File: src/sv/mtb_pkg.sv
// package for the metronome beat timer
// holds the sequencer and action codes, divider handshake structs and constants
// no dependencies

package mtb_pkg;

    // field and register widths
    localparam int unsigned BUTTON_W   = 5;
    localparam int unsigned HELD_W     = 3;
    localparam int unsigned TEMPO_W    = 9;
    localparam int unsigned TONE_W     = 8;
    localparam int unsigned INTERVAL_W = 16;
    localparam int unsigned CFG_IDX_W  = 2;
    localparam int unsigned CFG_DATA_W = 9;
    localparam int unsigned STEP_CNT_W = 4;

    // configuration register indexes
    localparam logic [CFG_IDX_W-1:0] REG_BPM_UPPER   = 2'd0;
    localparam logic [CFG_IDX_W-1:0] REG_BPM_LOWER   = 2'd1;
    localparam logic [CFG_IDX_W-1:0] REG_TONE_LENGTH = 2'd2;

    // reset values
    localparam logic [TEMPO_W-1:0] BPM_UPPER_RESET   = 9'd300;
    localparam logic [TEMPO_W-1:0] BPM_LOWER_RESET   = 9'd1;
    localparam logic [TONE_W-1:0]  TONE_LENGTH_RESET = 8'd25;
    localparam logic [TEMPO_W-1:0] TEMPO_RESET       = 9'd60;

    // one minute and one second in ticks
    localparam logic [INTERVAL_W-1:0] MINUTE_TICKS = 16'd60000;
    localparam logic [INTERVAL_W-1:0] SECOND_TICKS = 16'd1000;
    localparam logic [INTERVAL_W-1:0] INTERVAL_RESET =
        SECOND_TICKS - INTERVAL_W'(TONE_LENGTH_RESET);

    // step sizes
    localparam logic [TEMPO_W-1:0] STEP_SMALL = 9'd1;
    localparam logic [TEMPO_W-1:0] STEP_LARGE = 9'd10;

    // sequencer states
    typedef enum logic [1:0] {
        ST_IDLE,
        ST_DIVIDE,
        ST_FINISH
    } t_state;

    // button actions, coded as the held button number
    typedef enum logic [HELD_W-1:0] {
        ACT_NONE      = 3'd0,
        ACT_RESTART   = 3'd1,
        ACT_DIRECTION = 3'd2,
        ACT_STEP_ONE  = 3'd3,
        ACT_STEP_TEN  = 3'd4,
        ACT_MUTE      = 3'd5
    } t_action;

    // divider request and response
    typedef struct packed {
        logic               start;
        logic [TEMPO_W-1:0] divisor;
    } t_div_req;

    typedef struct packed {
        logic                  done;
        logic [INTERVAL_W-1:0] quotient;
    } t_div_rsp;

endpackage

File: src/sv/mtb_div.sv
// bit-serial restoring divider: one minute of ticks divided by the tempo
// one quotient bit per cycle, done pulses with the finished quotient
// depends on mtb_pkg

module mtb_div (
    input  logic              i_clk,
    input  logic              i_rst_n,
    input  mtb_pkg::t_div_req i_req,
    output mtb_pkg::t_div_rsp o_rsp
);

    logic                                r_busy;
    logic                                n_busy;
    logic                                r_done;
    logic                                n_done;
    logic [mtb_pkg::STEP_CNT_W-1:0]      r_count;
    logic [mtb_pkg::STEP_CNT_W-1:0]      n_count;
    logic [mtb_pkg::TEMPO_W-1:0]         r_divisor;
    logic [mtb_pkg::TEMPO_W-1:0]         n_divisor;
    logic [mtb_pkg::TEMPO_W-1:0]         r_rem;
    logic [mtb_pkg::TEMPO_W-1:0]         n_rem;
    logic [mtb_pkg::INTERVAL_W-1:0]      r_quo;
    logic [mtb_pkg::INTERVAL_W-1:0]      n_quo;
    logic [mtb_pkg::TEMPO_W:0]           trial;
    logic [mtb_pkg::TEMPO_W:0]           diff;

    // shift-subtract step; a zero divisor yields all ones, the saturated quotient
    always_comb begin
        trial     = {r_rem, r_quo[mtb_pkg::INTERVAL_W-1]};
        diff      = trial - {1'b0, r_divisor};
        n_busy    = r_busy;
        n_done    = 1'b0;
        n_count   = r_count;
        n_divisor = r_divisor;
        n_rem     = r_rem;
        n_quo     = r_quo;
        if (i_req.start) begin
            n_busy    = 1'b1;
            n_count   = '1;
            n_divisor = i_req.divisor;
            n_rem     = '0;
            n_quo     = mtb_pkg::MINUTE_TICKS;
        end else if (r_busy) begin
            if (trial >= {1'b0, r_divisor}) begin
                n_rem = diff[mtb_pkg::TEMPO_W-1:0];
                n_quo = {r_quo[mtb_pkg::INTERVAL_W-2:0], 1'b1};
            end else begin
                n_rem = trial[mtb_pkg::TEMPO_W-1:0];
                n_quo = {r_quo[mtb_pkg::INTERVAL_W-2:0], 1'b0};
            end
            n_count = r_count - 1'b1;
            if (r_count == '0) begin
                n_busy = 1'b0;
                n_done = 1'b1;
            end
        end
    end

    // control state
    always_ff @(posedge i_clk) begin
        if (!i_rst_n) begin
            r_busy <= 1'b0;
            r_done <= 1'b0;
        end else begin
            r_busy <= n_busy;
            r_done <= n_done;
        end
    end

    // datapath
    always_ff @(posedge i_clk) begin
        r_count   <= n_count;
        r_divisor <= n_divisor;
        r_rem     <= n_rem;
        r_quo     <= n_quo;
    end

    assign o_rsp.done     = r_done;
    assign o_rsp.quotient = r_quo;

endmodule

File: src/sv/metronome_beat_timer.sv
// Metronome beat timer: one input item is one millisecond tick with five button
// levels, one result item per tick. A tick that releases a step button goes from
// the idle state to the divide state, where the beat interval is recomputed by a
// bit-serial divider that produces one quotient bit per cycle; the interval
// register takes the quotient as the sequencer moves to the finishing state, which
// loads the output register. Any other tick goes from idle straight to the
// finishing state. The next item is taken only when the sequencer is back in idle.
// While the previous result still waits unread in the output register, the
// loading of the new result, and the input ready, are held back. The input is
// ready whenever the sequencer is idle, also while the previous result still
// waits in the output register.
// Register writes apply at the next reset or step action.
// depends on mtb_pkg and mtb_div

module metronome_beat_timer (
    input  logic                             i_clk,
    input  logic                             i_rst_n,
    // configuration
    input  logic                             i_cfg_wr_en,
    input  logic [mtb_pkg::CFG_IDX_W-1:0]    i_cfg_index,
    input  logic [mtb_pkg::CFG_DATA_W-1:0]   i_cfg_data,
    // input items
    input  logic                             i_valid,
    output logic                             o_ready,
    input  logic [mtb_pkg::BUTTON_W-1:0]     i_button_levels,
    // result items
    output logic                             o_valid,
    input  logic                             i_ready,
    output logic                             o_beep,
    output logic [mtb_pkg::TEMPO_W-1:0]      o_tempo,
    output logic                             o_counting_down,
    output logic                             o_silenced,
    output logic                             o_settings_changed,
    output logic [mtb_pkg::INTERVAL_W-1:0]   o_beat_interval
);

    mtb_pkg::t_state                    r_state;
    mtb_pkg::t_state                    n_state;

    logic [mtb_pkg::TEMPO_W-1:0]        r_bpm_upper;
    logic [mtb_pkg::TEMPO_W-1:0]        r_bpm_lower;
    logic [mtb_pkg::TONE_W-1:0]         r_tone_length;

    logic [mtb_pkg::HELD_W-1:0]         r_held;
    logic [mtb_pkg::HELD_W-1:0]         n_held;
    logic [mtb_pkg::TEMPO_W-1:0]        r_tempo;
    logic [mtb_pkg::TEMPO_W-1:0]        n_tempo;
    logic                               r_down;
    logic                               n_down;
    logic                               r_mute;
    logic                               n_mute;
    logic [mtb_pkg::INTERVAL_W-1:0]     r_interval;
    logic [mtb_pkg::INTERVAL_W-1:0]     n_interval;
    logic [mtb_pkg::INTERVAL_W-1:0]     r_tick;
    logic [mtb_pkg::INTERVAL_W-1:0]     n_tick;
    logic                               r_changed;
    logic                               n_changed;

    logic                               r_out_valid;
    logic                               n_out_valid;
    logic                               r_beep;
    logic                               n_beep;
    logic [mtb_pkg::TEMPO_W-1:0]        r_out_tempo;
    logic                               r_out_down;
    logic                               r_out_mute;
    logic                               r_out_changed;
    logic [mtb_pkg::INTERVAL_W-1:0]     r_out_interval;

    logic                               accept;
    logic                               finish_fire;
    logic                               blocked;
    logic                               release_fire;
    mtb_pkg::t_action                   action;
    logic                               is_step;
    logic [mtb_pkg::TEMPO_W-1:0]        step_amount;
    logic signed [mtb_pkg::TEMPO_W+1:0] step_sum;
    logic [mtb_pkg::TEMPO_W-1:0]        step_tempo;
    logic [mtb_pkg::INTERVAL_W-1:0]     tick_inc;

    mtb_pkg::t_div_req                  div_req;
    mtb_pkg::t_div_rsp                  div_rsp;

    // configuration registers
    always_ff @(posedge i_clk) begin
        if (!i_rst_n) begin
            r_bpm_upper   <= mtb_pkg::BPM_UPPER_RESET;
            r_bpm_lower   <= mtb_pkg::BPM_LOWER_RESET;
            r_tone_length <= mtb_pkg::TONE_LENGTH_RESET;
        end else if (i_cfg_wr_en) begin
            case (i_cfg_index)
                mtb_pkg::REG_BPM_UPPER:   r_bpm_upper   <= i_cfg_data;
                mtb_pkg::REG_BPM_LOWER:   r_bpm_lower   <= i_cfg_data;
                mtb_pkg::REG_TONE_LENGTH: r_tone_length <= i_cfg_data[mtb_pkg::TONE_W-1:0];
                default: ;
            endcase
        end
    end

    // button scan: the held button acts on release unless a lower button is pressed
    always_comb begin
        blocked = 1'b0;
        n_held  = '0;
        for (int k = 0; k < mtb_pkg::BUTTON_W; k++) begin
            if (mtb_pkg::HELD_W'(k) < r_held) begin
                blocked = blocked | i_button_levels[k];
            end
            if (i_button_levels[k]) begin
                n_held = mtb_pkg::HELD_W'(k + 1);
            end
        end
        release_fire = 1'b0;
        action       = mtb_pkg::ACT_NONE;
        case (r_held)
            mtb_pkg::ACT_RESTART, mtb_pkg::ACT_DIRECTION, mtb_pkg::ACT_STEP_ONE,
            mtb_pkg::ACT_STEP_TEN, mtb_pkg::ACT_MUTE: begin
                release_fire = !blocked;
                action       = blocked ? mtb_pkg::ACT_NONE : mtb_pkg::t_action'(r_held);
            end
            default: ;
        endcase
    end

    // tempo step with saturation, upper bound checked first
    always_comb begin
        is_step     = (action == mtb_pkg::ACT_STEP_ONE) || (action == mtb_pkg::ACT_STEP_TEN);
        step_amount = (action == mtb_pkg::ACT_STEP_TEN) ? mtb_pkg::STEP_LARGE
                                                        : mtb_pkg::STEP_SMALL;
        if (r_down) begin
            step_sum = $signed({2'b00, r_tempo}) - $signed({2'b00, step_amount});
        end else begin
            step_sum = $signed({2'b00, r_tempo}) + $signed({2'b00, step_amount});
        end
        if (step_sum > $signed({2'b00, r_bpm_upper})) begin
            step_tempo = r_bpm_upper;
        end else if (step_sum < $signed({2'b00, r_bpm_lower})) begin
            step_tempo = r_bpm_lower;
        end else begin
            step_tempo = step_sum[mtb_pkg::TEMPO_W-1:0];
        end
    end

    // next state
    always_comb begin
        n_state = r_state;
        case (r_state)
            mtb_pkg::ST_IDLE: begin
                if (accept) begin
                    n_state = is_step ? mtb_pkg::ST_DIVIDE : mtb_pkg::ST_FINISH;
                end
            end
            mtb_pkg::ST_DIVIDE: begin
                if (div_rsp.done) begin
                    n_state = mtb_pkg::ST_FINISH;
                end
            end
            mtb_pkg::ST_FINISH: begin
                if (finish_fire) begin
                    n_state = mtb_pkg::ST_IDLE;
                end
            end
            default: n_state = mtb_pkg::ST_IDLE;
        endcase
    end

    // sequencer outputs
    always_comb begin
        o_ready     = (r_state == mtb_pkg::ST_IDLE);
        accept      = i_valid && o_ready;
        finish_fire = (r_state == mtb_pkg::ST_FINISH) && (!r_out_valid || i_ready);
        div_req.start   = accept && is_step;
        div_req.divisor = step_tempo;
    end

    // divider for the step actions
    mtb_div u_div (
        .i_clk   (i_clk),
        .i_rst_n (i_rst_n),
        .i_req   (div_req),
        .o_rsp   (div_rsp)
    );

    // state updates: button action, interval, beat counter, output register
    always_comb begin
        n_tempo     = r_tempo;
        n_down      = r_down;
        n_mute      = r_mute;
        n_interval  = r_interval;
        n_tick      = r_tick;
        n_changed   = r_changed;
        n_out_valid = r_out_valid && !i_ready;
        n_beep      = 1'b0;
        tick_inc    = r_tick + 1'b1;
        if (accept) begin
            n_changed = release_fire;
            case (action)
                mtb_pkg::ACT_RESTART: begin
                    n_tempo    = mtb_pkg::TEMPO_RESET;
                    n_down     = 1'b0;
                    n_mute     = 1'b1;
                    n_interval = mtb_pkg::SECOND_TICKS
                               - mtb_pkg::INTERVAL_W'(r_tone_length);
                end
                mtb_pkg::ACT_DIRECTION: n_down = !r_down;
                mtb_pkg::ACT_STEP_ONE,
                mtb_pkg::ACT_STEP_TEN:  n_tempo = step_tempo;
                mtb_pkg::ACT_MUTE:      n_mute = !r_mute;
                default: ;
            endcase
        end
        // interval from the quotient, clamped at zero
        if ((r_state == mtb_pkg::ST_DIVIDE) && div_rsp.done) begin
            if (div_rsp.quotient > mtb_pkg::INTERVAL_W'(r_tone_length)) begin
                n_interval = div_rsp.quotient - mtb_pkg::INTERVAL_W'(r_tone_length);
            end else begin
                n_interval = '0;
            end
        end
        // beat counter advances after the action
        if (finish_fire) begin
            n_out_valid = 1'b1;
            if (!r_mute) begin
                if (tick_inc >= r_interval) begin
                    n_beep = 1'b1;
                    n_tick = '0;
                end else begin
                    n_tick = tick_inc;
                end
            end
        end
    end

    // control and architectural state
    always_ff @(posedge i_clk) begin
        if (!i_rst_n) begin
            r_state     <= mtb_pkg::ST_IDLE;
            r_held      <= '0;
            r_tempo     <= mtb_pkg::TEMPO_RESET;
            r_down      <= 1'b0;
            r_mute      <= 1'b1;
            r_interval  <= mtb_pkg::INTERVAL_RESET;
            r_tick      <= '0;
            r_changed   <= 1'b0;
            r_out_valid <= 1'b0;
        end else begin
            r_state     <= n_state;
            r_tempo     <= n_tempo;
            r_down      <= n_down;
            r_mute      <= n_mute;
            r_interval  <= n_interval;
            r_tick      <= n_tick;
            r_changed   <= n_changed;
            r_out_valid <= n_out_valid;
            if (accept) begin
                r_held <= n_held;
            end
        end
    end

    // result payload
    always_ff @(posedge i_clk) begin
        if (finish_fire) begin
            r_beep         <= n_beep;
            r_out_tempo    <= r_tempo;
            r_out_down     <= r_down;
            r_out_mute     <= r_mute;
            r_out_changed  <= r_changed;
            r_out_interval <= r_interval;
        end
    end

    assign o_valid            = r_out_valid;
    assign o_beep             = r_beep;
    assign o_tempo            = r_out_tempo;
    assign o_counting_down    = r_out_down;
    assign o_silenced         = r_out_mute;
    assign o_settings_changed = r_out_changed;
    assign o_beat_interval    = r_out_interval;

    // a beat is never reported while muted
    a_beep_unmuted: assert property (@(posedge i_clk) disable iff (!i_rst_n)
        (o_valid && o_beep) |-> !o_silenced)
        else $error("beep reported while muted");

    // the divider finishing always hands over to the finishing step
    a_div_to_finish: assert property (@(posedge i_clk) disable iff (!i_rst_n)
        ((r_state == mtb_pkg::ST_DIVIDE) && div_rsp.done) |=> (r_state == mtb_pkg::ST_FINISH))
        else $error("divider result not taken");

    // an item without a step action skips the divider
    a_no_step_no_div: assert property (@(posedge i_clk) disable iff (!i_rst_n)
        (accept && !is_step) |=> (r_state == mtb_pkg::ST_FINISH))
        else $error("non-step item entered the divider");

endmodule

File: config.mk
export PLATFORM = sky130hd
export DESIGN_NAME = metronome_beat_timer
export DESIGN_NICKNAME = d
export VERILOG_FILES = /design/src/sv/mtb_pkg.sv /design/src/sv/mtb_div.sv /design/src/sv/metronome_beat_timer.sv
export SDC_FILE = /design/constraint.sdc
export NUM_CORES = 1
export LEC_CHECK = 0
export ABC_CLOCK_PERIOD_IN_PS = 4860
export BUFFER_PORTS_ARGS = -buffer_cell sky130_fd_sc_hd__buf_2
export CAP_MARGIN = 10
export CORE_MARGIN = 5
export CORE_UTILIZATION = 44
export DETAILED_ROUTE_END_ITERATION = 6
export PLACE_DENSITY = 0.65
export SKIP_LAST_GASP = 1
export SYNTH_ARGS = -nofsm -noshare
export SYNTH_HDL_FRONTEND = slang
export SYNTH_HIERARCHICAL = 1
export SYNTH_SLANG_ARGS = --single-unit
File: constraint.sdc
create_clock -name i_clk -period 4.86 [get_ports i_clk]
set_input_delay 0.243 -clock i_clk [delete_from_list [all_inputs] [get_ports i_clk]]
set_output_delay 0.243 -clock i_clk [all_outputs]
set_load 0.005 [all_outputs]
**Yosys cells after proc, flatten, opt, wreduce, memory -nomap -nowiden**

Cells that the tools add are included.
W data, S select, Z words.

- Output and inout bits: 31
- Input bits: 21
- Logic and storage cells: 135
- Flip-flop bits (word level): 145

- Eq/ne operators: 17
- Reduce and logical (&&, ||, !) cells: 32
- Magnitude comparators: 10
- Multiplexer cells: 38
- Add/subtract/negate cells: 7
- Bitwise gates (word level): 7

Operators with widths:

| kind | count |
|---|---|
| $mux W16 | 5 |
| $mux W9 | 3 |
| $mux W3 | 6 |
| $pmux W9 S2 | 1 |
| $add A16 B1 Y16 const B | 1 |
| $ge A16 B16 Y1 | 1 |
| $gt A16 B8 Y1 | 1 |
| $reduce_and A2 Y1 | 8 |
| $sub A16 B8 Y16 | 1 |
| $mux W1 | 14 |
| $eq A3 B2 Y1 const B | 4 |
| $eq A3 B3 Y1 const B | 4 |
| $gt A11 B10 Y1 | 1 |
| $lt A11 B10 Y1 | 1 |
| $mux W11 | 1 |
| $sub A10 B8 Y11 const A | 1 |
| $add A9 B4 Y10 | 1 |
| $ge A10 B9 Y1 | 1 |
| $reduce_bool A2 Y1 | 5 |
| $sub A9 B4 Y10 | 1 |
| $sub A9 B9 Y9 | 1 |
| $mux W2 | 4 |
| $eq A3 B1 Y1 const B | 2 |
| $lt A1 B3 Y1 const A | 2 |
| other kinds (21) | 41 |

**Logic depth before layout (Yosys ltp)**

- Depth in word-level cells: 20
- Gate-level depth with buffers: 20

**By module**

Netlist, hierarchy kept.

By module, submodules not included:

| module | cells each | instances | area each (um2) | sequential area each (um2) |
|---|---|---|---|---|
| metronome_beat_timer | 721 | 1 | 6356.1 | 2392.3 |
| mtb_div | 197 | 1 | 1949.4 | 890.9 |

**Worst setup path before layout**

Ideal clock, no wire load.

- Path kind: register -> register
- Start point: reg r_held[0] in the netlist's numbering
- End point: reg u_div/r_divisor[0] in the netlist's numbering (data pin)
- Stages on the path, launching flop included: 17
- Setup slack: 0.733 ns
- Buffers on the path: 0
- Period minus slack after synthesis: 4.127 ns
- Arrival: 3.837 ns
- Path through: dfxtp_1 nor3_1 a21oi_1 nor2_1 nand3_1 ha_1 nand2b_1 a22oi_1 a2bb2oi_1 or3_1 nand2_1 ha_1 and3_1 nand3_1 o22ai_1 o31ai_1 o21ai_0

RTL lines:

| item | RTL line | text |
|---|---|---|
| start: declaration | metronome_beat_timer.sv:44 | `logic [mtb_pkg::HELD_W-1:0] r_held;` |
| start signal: assignment | metronome_beat_timer.sv:254 | `r_held <= n_held;` |
| end signal: assignment | mtb_div.sv:73 | `r_divisor <= n_divisor;` |
| end: declaration | mtb_div.sv:18 | `logic [mtb_pkg::TEMPO_W-1:0] r_divisor;` |

==> results.yml <==
critical_path:
  slowest_delay_ps: 390
  path_class: "flop to flop"
  reg2reg_depth: 18
  timing.critical_path.buf_inv: 2
  required_ps: 5040
  arrival_ps: 4640
  crit_chain: "nor3_2 -> a21oi_1 -> nor2_2 -> nand3_1 -> ha_1 -> fa_1 -> inv_1 -> o21ai_0 -> a32oi_1 -> xnor2_1 -> ha_1 -> and3_1 -> a221o_1 -> a31oi_1 -> o22ai_1 -> buf_4 -> o21a_1 -> a22o_1"
  cp_slowest_cell: "fa_1"
  worst-path-max-fanout: 11
  path_common_cell: "ha_1"
  cp_top_family: "compound AO/OA/AOI/OAI gates"
  worst-path-stages: 18
  endpoint_kind: "flop"
  start_kind: "flop"
routing:
  avgRoutedWirePerCell_um: 16.2
  via_per_inst: 5.56
  finalWirelength_um: 19500
  ant_nets: 0
  drt_iter0_drc: 460
  drc: 0
  dr_total_vias: 6687
  dr.pass1.iters: 5
grt:
  grt_pass1_vias: 6361
  grt_pass1_wl_um: 32300
  grt_max_degree: 47
  antenna_found_initial: 0
  overflow: 0
  grt.total_usage: 0.182
die:
  num_rows: 50
  initial_core_util: 0.446
  die_area_um2: 21700
  core-area_um2: 18600
  die_x_um: 147
  top_level_ports: 52
  fp.dieH_um: 147
placement:
  dp_cells: 1171
  post-place-ws_ps: 276
  place_area_um2: 8750
  io_buffers: 51
  place_hpwl_um: 14400
  gp_congestion: 0.871
clocking:
  cts.clk_slew.worst_paths_ps: 60
  hold_buffers: 0
  htreeDepth: 4
  post_cts_buffers: 0
  ctsResizeCount: 0
  cts_inserted_buffers: 17
  cts_root_buf: "clkbuf_16"
  cts_sinks: 145
  cts_tree: "built"
  clock_path_buffers: 2
  clk_latency_ps: 430
synth:
  ys.warnings.count: 6
  syn_avg_cell_area_um2: 9.05
  ys_seq_area_frac: 0.395
  netlist_area_um2: 8310
  synth_edf_count: 38
  synth_cell_types: 77
  syn_nets: 1002
  synth_top_flop_cell: "dfxtp_1"
  ys_ff_latch: 145
  async_reset_ff_frac: 0
  synth_cells: 918
outcome:
  status: "finished, final reports clean"
pwr:
  power_switching_mw: 1.35
  p_per_area_nw_per_um2: 420
  ir_drop_mv: 0.268
  combPwrFrac: 0.289
  pwr-share-clk: 0.314
  pwr-share-seq: 0.397
  intPower_mw: 2.56
  p_sw_frac: 0.346
  finalPower_mw: 3.91
  power_leakage_nw: 3.83
final_layout:
  nets: 1040
  layout-drive-gt1-share: 0.114
  fin_util: 0.499
  diodes: 0
  fin_cells: 1203
  area_growth_pct: 12.0
  design_area_um2: 9300
timing:
  period_minus_slack_ps: 4460
  tns_ps: 0
  fmax_mhz: 224
  tightestPinTransition_ps: 1090
  finalHoldViolCount: 0
  slew_viol_final: 0
  setup_ws_ps: 400
  period_share: 0.918
  hold_slack_ps: 55.1
  rsz0062_at_grt: "no"
  slew_headroom: 0.272
  setup-violations-final: 0
  clock_skew_ps: 10.4
job:
  cap_violations: 0
hold_path:
  hold_path_class: "primary input to flop"
  hold_depth: 3
-- cell usage after synthesis (4+ instances only) --
| library cell | n | area, µm² |
|---|---|---|
| nor3_1 | 16 | 80.1 |
| nand2_1 | 87 | 327 |
| edfxtp_1 | 38 | 1140 |
| a31oi_1 | 6 | 37.5 |
| buf_1 | 4 | 15.0 |
| a22o_1 | 8 | 70.1 |
| o31ai_1 | 6 | 45.0 |
| a22oi_1 | 6 | 45.0 |
| nor2b_1 | 7 | 43.8 |
| xnor2_1 | 25 | 219 |
| clkbuf_1 | 29 | 109 |
| o31a_1 | 4 | 35.0 |
| dfxtp_1 | 107 | 2140 |
| a32oi_1 | 6 | 52.6 |
| nand4_1 | 19 | 119 |
| inv_1 | 75 | 282 |
| o21a_1 | 7 | 52.6 |
| o21ai_0 | 35 | 175 |
| o22ai_1 | 6 | 37.5 |
| o32ai_1 | 9 | 78.8 |
| nand3_1 | 22 | 110 |
| or3_1 | 5 | 31.3 |
| nand4b_1 | 4 | 35.0 |
| fa_1 | 4 | 80.1 |
| o311ai_0 | 4 | 35.0 |
| ha_1 | 59 | 738 |
| a21o_1 | 10 | 75.1 |
| and3_1 | 8 | 50.1 |
| nand3b_1 | 7 | 52.6 |
| mux2i_1 | 44 | 440 |
| o211ai_1 | 17 | 128 |
| xor2_1 | 14 | 123 |
| a211oi_1 | 14 | 105 |
| and2_1 | 6 | 37.5 |
| nand2b_1 | 12 | 75.1 |
| nor2_1 | 78 | 293 |
| a21oi_1 | 47 | 235 |
-- sequential cells by signal, indices dropped and copies added, names as in the netlist, 2 cells and up --
| name | count |
|---|---|
| u_div/r_count | 4 |
| u_div/r_rem | 9 |
| r_tick | 16 |
| o_tempo | 9 |
| r_bpm_lower | 9 |
| r_held | 3 |
| r_state | 2 |
| u_div/r_divisor | 9 |
| r_tempo | 9 |
| r_interval | 16 |
| r_tone_length | 8 |
| u_div/r_quo | 16 |
| r_bpm_upper | 9 |
| o_beat_interval | 16 |
-- cells in the final DEF (no fill, tap or decap), types with 8 or more instances in the layout --
master	count
xor2_1	14
buf_2	51
nor2_1	76
a211oi_1	14
edfxtp_1	38
a21oi_1	47
a21o_1	10
nand4_1	19
and3_1	8
inv_6	8
nor3_1	15
dfxtp_1	106
o211ai_1	17
xnor2_1	25
inv_1	75
a22o_1	8
nand2b_1	12
mux2i_1	44
buf_4	8
nand3_1	22
o21ai_0	35
clkbuf_16	17
nand2_1	87
o32ai_1	9
ha_1	59
-- cell families after synthesis --
| family | Yosys count | share of synthesized area |
|---|---|---|
| AOI/OAI and AO/OA | 215 | 0.180 |
| xor gates and xnor gates | 39 | 0.0411 |
| adders and majority gates | 63 | 0.0985 |
| buffers and inverters | 117 | 0.0560 |
| DFF | 145 | 0.395 |
| muxes | 46 | 0.0557 |
| and+or+nand+nor | 293 | 0.174 |
-- power groups by stage --
stage          registers, mW  logic [mW]  clock network, mW
2_1_floorplan           1.52       0.922                  0
3_3_place_gp            1.57        1.10                  0
3_5_place_dp            1.57        1.12                  0
4_1_cts                 1.55        1.13               1.26
5_1_grt                 1.58        1.28               1.31
6_report                1.55        1.13               1.23
-- final cells by class --
class                      instances  area [µm²]
inverter                          77         289
fill                            1739        9340
sequential                       145        3280
clock buffer                      17         425
multi-input combinational        656        4570
timing repair buffer              59         315
tap                              234         293
clock inverter                    15         120
-- tightest hold or removal path, stage by stage --
cell and delay, ps:
buf_2 90, nand2_1 40, o211ai_1 70
-- final timing paths --
| check | start | end | slack [ps] |
|---|---|---|---|
| setup / recovery | r_held[0] | u_div/r_divisor[7] | 400 |
| hold / removal | i_cfg_data[8] | r_bpm_upper[8] | 60 |
| setup reg to reg | r_held[0] | u_div/r_divisor[7] | 400 |
| hold reg to reg | r_interval[12] | o_beat_interval[12] | 430 |
-- routing by layer --
metal / track usage / routed length, µm / vias to the layer above
li1: - / - / 3409
met3: 0.0328 / 613 / 11
met5: 0 / 0 / -
met1: 0.245 / 9270 / 3147
met2: 0.307 / 9450 / 120
met4: 0.0429 / 118 / 0
Note: power is estimated with default switching activity, not from simulation.
